<file path="config.mk">
export PLATFORM = sky130hd
export DESIGN_NAME = lfu_kvc_scan
export DESIGN_NICKNAME = d
export VERILOG_FILES = /design/src/rtl/core/lfu_kvc_pkg.sv /design/src/rtl/core/lfu_kvc_scan.sv
export SDC_FILE = /design/constraint.sdc
export NUM_CORES = 1
export LEC_CHECK = 0
export BUFFER_PORTS_ARGS = -buffer_cell sky130_fd_sc_hd__buf_2
export CAP_MARGIN = 30
export CORE_AREA = 2 2 132 134
export DETAILED_ROUTE_END_ITERATION = 10
export DIE_AREA = 0 0 134 136
export GPL_TIMING_DRIVEN = 0
export PLACE_DENSITY = 0.67
export SLEW_MARGIN = 40
export SYNTH_ARGS = -nofsm -noshare
export SYNTH_HDL_FRONTEND = slang
export SYNTH_SLANG_ARGS = --single-unit
export TNS_END_PERCENT = 1
</file>
<file path="constraint.sdc">
create_clock -name clock -period 6.1 [get_ports clock]
set_clock_uncertainty 0.1 [all_clocks]
set_input_delay 0.305 -clock clock [delete_from_list [all_inputs] [get_ports clock]]
set_output_delay 0.305 -clock clock [all_outputs]
set_load 0.005 [all_outputs]
</file>
<file path="src/rtl/core/lfu_kvc_pkg.sv">
`default_nettype none

package lfu_kvc_pkg;

   // Default geometry
   localparam int ENTRIES_DEF  = 32;
   localparam int KEY_BITS_DEF = 64;

   // Fixed field widths
   localparam int OPCODE_W    = 2;
   localparam int KEY_FIELD_W = 64;
   localparam int DATA_W      = 64;
   localparam int COUNT_W     = 32;
   localparam int SLOT_W      = 5;

   // Stream packing
   localparam int REQ_TDATA_W = KEY_FIELD_W + DATA_W;
   localparam int RSP_TDATA_W = 72;

   localparam logic [COUNT_W-1:0] HITS_MAX = '1;

   typedef enum logic [OPCODE_W-1:0] {
      OP_LOOKUP = 2'd0,
      OP_STORE  = 2'd1,
      OP_FLUSH  = 2'd2,
      OP_NONE   = 2'd3
   } op_type;

endpackage

`default_nettype wire

</file>
<file path="src/rtl/core/lfu_kvc_scan.sv">
`default_nettype none

// Match and least-count tracker fed by the RAM read port, one entry a cycle
module lfu_kvc_scan #(
   parameter int ENTRIES  = lfu_kvc_pkg::ENTRIES_DEF,
   parameter int KEY_BITS = lfu_kvc_pkg::KEY_BITS_DEF
) (
   input  wire logic                               clock,
   input  wire logic                               reset,
   input  wire logic                               clear,
   input  wire logic                               cmp_valid,
   input  wire logic [$clog2(ENTRIES)-1:0]         cmp_idx,
   input  wire logic [KEY_BITS-1:0]                key,
   input  wire logic [KEY_BITS-1:0]                rd_key,
   input  wire logic [lfu_kvc_pkg::COUNT_W-1:0]    rd_count,
   input  wire logic [lfu_kvc_pkg::DATA_W-1:0]     rd_value,
   output logic                                    match,
   output logic      [$clog2(ENTRIES)-1:0]         match_idx,
   output logic      [lfu_kvc_pkg::COUNT_W-1:0]    match_count,
   output logic      [lfu_kvc_pkg::DATA_W-1:0]     match_value,
   output logic      [$clog2(ENTRIES)-1:0]         best_idx
);

   localparam int IDX_W = $clog2(ENTRIES);

   logic                             match_ff, match_in;
   logic [IDX_W-1:0]                 match_idx_ff, match_idx_in;
   logic [lfu_kvc_pkg::COUNT_W-1:0]  match_count_ff, match_count_in;
   logic [lfu_kvc_pkg::DATA_W-1:0]   match_value_ff, match_value_in;
   logic [IDX_W-1:0]                 best_idx_ff, best_idx_in;
   logic [lfu_kvc_pkg::COUNT_W-1:0]  best_count_ff, best_count_in;

   // Keys are unique, so the first match is the only one
   always_comb begin
      match_in       = match_ff;
      match_idx_in   = match_idx_ff;
      match_count_in = match_count_ff;
      match_value_in = match_value_ff;
      best_idx_in    = best_idx_ff;
      best_count_in  = best_count_ff;
      if (clear) begin
         match_in = 1'b0;
      end else if (cmp_valid) begin
         if (!match_ff && rd_key == key) begin
            match_in       = 1'b1;
            match_idx_in   = cmp_idx;
            match_count_in = rd_count;
            match_value_in = rd_value;
         end
         // strict compare keeps the lowest index on a tie
         if (cmp_idx == '0 || rd_count < best_count_ff) begin
            best_idx_in   = cmp_idx;
            best_count_in = rd_count;
         end
      end
   end

   always_ff @(posedge clock) begin
      if (reset) begin
         match_ff <= 1'b0;
      end else begin
         match_ff <= match_in;
      end
      match_idx_ff   <= match_idx_in;
      match_count_ff <= match_count_in;
      match_value_ff <= match_value_in;
      best_idx_ff    <= best_idx_in;
      best_count_ff  <= best_count_in;
   end

   assign match       = match_ff;
   assign match_idx   = match_idx_ff;
   assign match_count = match_count_ff;
   assign match_value = match_value_ff;
   assign best_idx    = best_idx_ff;

endmodule

`default_nettype wire

</file>
==> impl_metrics.json <==
{
  "status": "complete, no violations",
  "synth_edf_count": 138,
  "vias_per_cell": 4.61,
  "setup-violations-final": 0,
  "io_buffers": 339,
  "synth_mux_area_frac": 0,
  "synth_compound_gate_area_share": 0.0675,
  "drv_cap": 0,
  "cts_setup_buffers": 0,
  "power_leakage_uw": 0.00420,
  "gp_congestion": 0.943,
  "drc": 0,
  "synth-seq-cells": 139,
  "drv_slew": 0,
  "grt_pass1_wl_um": 28000,
  "cp-end-kind": "flip-flop",
  "wire_per_inst_um": 18.5,
  "peakVddDrop_mv": 0.173,
  "grt_use_total": 0.212,
  "io_pins": 340,
  "rr_worst_depth": 9,
  "layout-drive-gt1-share": 0.460,
  "hold_buffers": 86,
  "rsz0062_at_grt": "no",
  "clock_latency_ps": 410,
  "first_pass_iters": 4,
  "cts_tree": "done",
  "async_flop_share": 0,
  "initial_utilization": 0.342,
  "syn_to_final_growth_pct": 63.8,
  "num_rows": 48,
  "cp.required_ps": 6120,
  "core-area_um2": 16900,
  "grt_pass1_vias": 5084,
  "crit_arrival_ps": 2910,
  "cts_resized": 0,
  "syn_area_per_cell_um2": 15.6,
  "via_count": 4916,
  "antenna_found_initial": 6,
  "tns_ps": 0,
  "path_class": "in -> reg",
  "final_core_util": 0.560,
  "worstSetupStartpointType": "primary input",
  "fin_crit_ps": 2890,
  "synth_ff_type": "edfxtp_1",
  "min_period_over_period": 0.474,
  "cts.sinks": 139,
  "h-tree-depth": 4,
  "fmax_mhz": 346,
  "die_w_um": 134,
  "yosys.area_share.adder": 0.0673,
  "slew_headroom": 0.714,
  "cts_root_buffer": "clkbuf_16",
  "grt_overflow": 0,
  "cp_max_fo": 12,
  "synth_cells": 370,
  "clk_path_buf_depth": 2,
  "p_per_area_nw_per_um2": 255,
  "ys_warn_count": 0,
  "ys_types": 34,
  "synthSimpleGateAreaFrac": 0.0501,
  "clk_pin_slew_worst_paths_ps": 60,
  "synth_top_family_by_area": "compound AO/OA/AOI/OAI gates",
  "grt_max_degree": 22,
  "fp.dieH_um": 136,
  "antenna_left": 0,
  "hp-class": "in -> reg",
  "synth-xor-area-share": 0.0532,
  "syn-cell-area_um2": 5770,
  "design.die.area_um2": 18200,
  "numCtsBuffers": 17,
  "drtIter0Drc": 180,
  "dp_hpwl_um": 14500,
  "syn_nets": 634,
  "worst_slew_pin_slew_ps": 428,
  "hold_violations": 0,
  "routed_wl_um": 19700,
  "nNetsFinal": 1086,
  "ys_seq_area_frac": 0.722,
  "hold_depth": 1
}
[critical path, cell delays in order]
cell           delay, ps
dlygate4sd3_1        560
buf_2                160
or4_1                530
nor2_1               230
or3_1                210
o221ai_1             190
a21oi_4              350
buf_6                210
buf_8                160
[area by class of cell]
class | count | area [um2]
multi-input cells | 170 | 1390
repair buffers | 433 | 2720
fillers | 1380 | 7430
inverters | 61 | 229
diodes | 6 | 15.0
well taps | 225 | 282
clock buffers | 17 | 425
clock inverters | 15 | 215
flip-flops and latches | 139 | 4160
[synth_stat cells (2+ instances only)]
cell | instances | share of area
nand3_1 | 4 | 0.0035
a22oi_1 | 7 | 0.0091
nor2_1 | 5 | 0.0033
inv_1 | 61 | 0.040
edfxtp_1 | 138 | 0.72
a21o_1 | 8 | 0.010
xnor2_1 | 24 | 0.036
xor2_1 | 11 | 0.017
a221oi_1 | 2 | 0.0030
nor3_1 | 2 | 0.0017
a21oi_1 | 13 | 0.011
a211oi_1 | 2 | 0.0026
o21ai_0 | 2 | 0.0017
ha_1 | 31 | 0.067
o2bb2ai_1 | 5 | 0.0076
nand4_1 | 15 | 0.016
nor2b_1 | 2 | 0.0022
nor4_1 | 7 | 0.0076
o22ai_1 | 11 | 0.012
nand2_1 | 5 | 0.0033
a22o_1 | 2 | 0.0030
[routing by layer]
metal  vias up  track usage  share of wire  routed length [um]
met5         -            0              0                   0
met2       276        0.414           0.55               10800
met3        34       0.0470          0.068                1350
li1       2315            -              -                   -
met1      2291        0.210           0.35                6820
met4         0        0.103          0.036                 720
[cell usage in the layout (no fill, tap or decap), types with 3 or more instances in the layout]
cell	count
dlygate4sd3_1	86
diode_2	6
nand4_1	15
nand2_1	5
inv_1	61
nor2_1	4
buf_2	339
nor4_1	7
nand3_1	4
a22oi_1	7
xor2_1	11
buf_8	3
edfxtp_1	138
clkbuf_16	17
a21o_1	8
o2bb2ai_1	5
buf_16	4
a21oi_1	12
bufinv_16	4
xnor2_1	24
ha_1	31
o22ai_1	11
clkinv_4	6
[metrics by stage]
| stage | setup WS [ps] | instances | total power (uW) | hold slack [ps] | area [um2] |
|---|---|---|---|---|---|
| floorplan | 1500 | 370 | 1160 | 270 | 5770 |
| global placement | 15.6 | 934 | 1270 | 382 | 7750 |
| detailed placement | 2900 | 942 | 1280 | 383 | 7930 |
| CTS | 3210 | 1060 | 2430 | 0.795 | 9430 |
| global route | 3080 | 1066 | 2490 | 10.1 | 9450 |
| finish | 3210 | 1066 | 2410 | 23.1 | 9450 |
[cells by family (layout without fill, tap and decap cells)]
family | count (synthesis) | in the layout
buffers and inverters | 61 | 526
AO/OA/AOI/OAI | 56 | 56
flip-flops | 139 | 139
XOR/XNOR | 35 | 35
other | 0 | 6
AND/OR/NAND/NOR | 48 | 48
adder cells (fa/ha/maj) | 31 | 31
[state kept, by name, summed over array words and instances (netlist names)]
signal / count
match: 1
match_idx: 5
match_value: 64
best_count_ff: 32
match_count: 32
best_idx: 5
[where the power goes]
part	switching, uW	internal (uW)	leakage, uW
sequential	2.63	1060	0.00126
clock	413	694	0.000309
combinational	103	135	0.00264
total	519	1890	0.00420
[final timing paths]
kind | startpoint | endpoint | slack, ps
setup / recovery | cmp_idx[3] | best_count_ff[11]$_DFFE_PP_ | 3210
hold / removal | cmp_idx[4] | match_idx[4]$_DFFE_PP_ | 20
setup reg to reg | match$_SDFFE_PP0P_ | match_value[31]$_DFFE_PP_ | 3270
hold reg to reg | best_count_ff[15]$_DFFE_PP_ | best_count_ff[3]$_DFFE_PP_ | 890
Note: power is estimated with default switching activity, not from simulation.
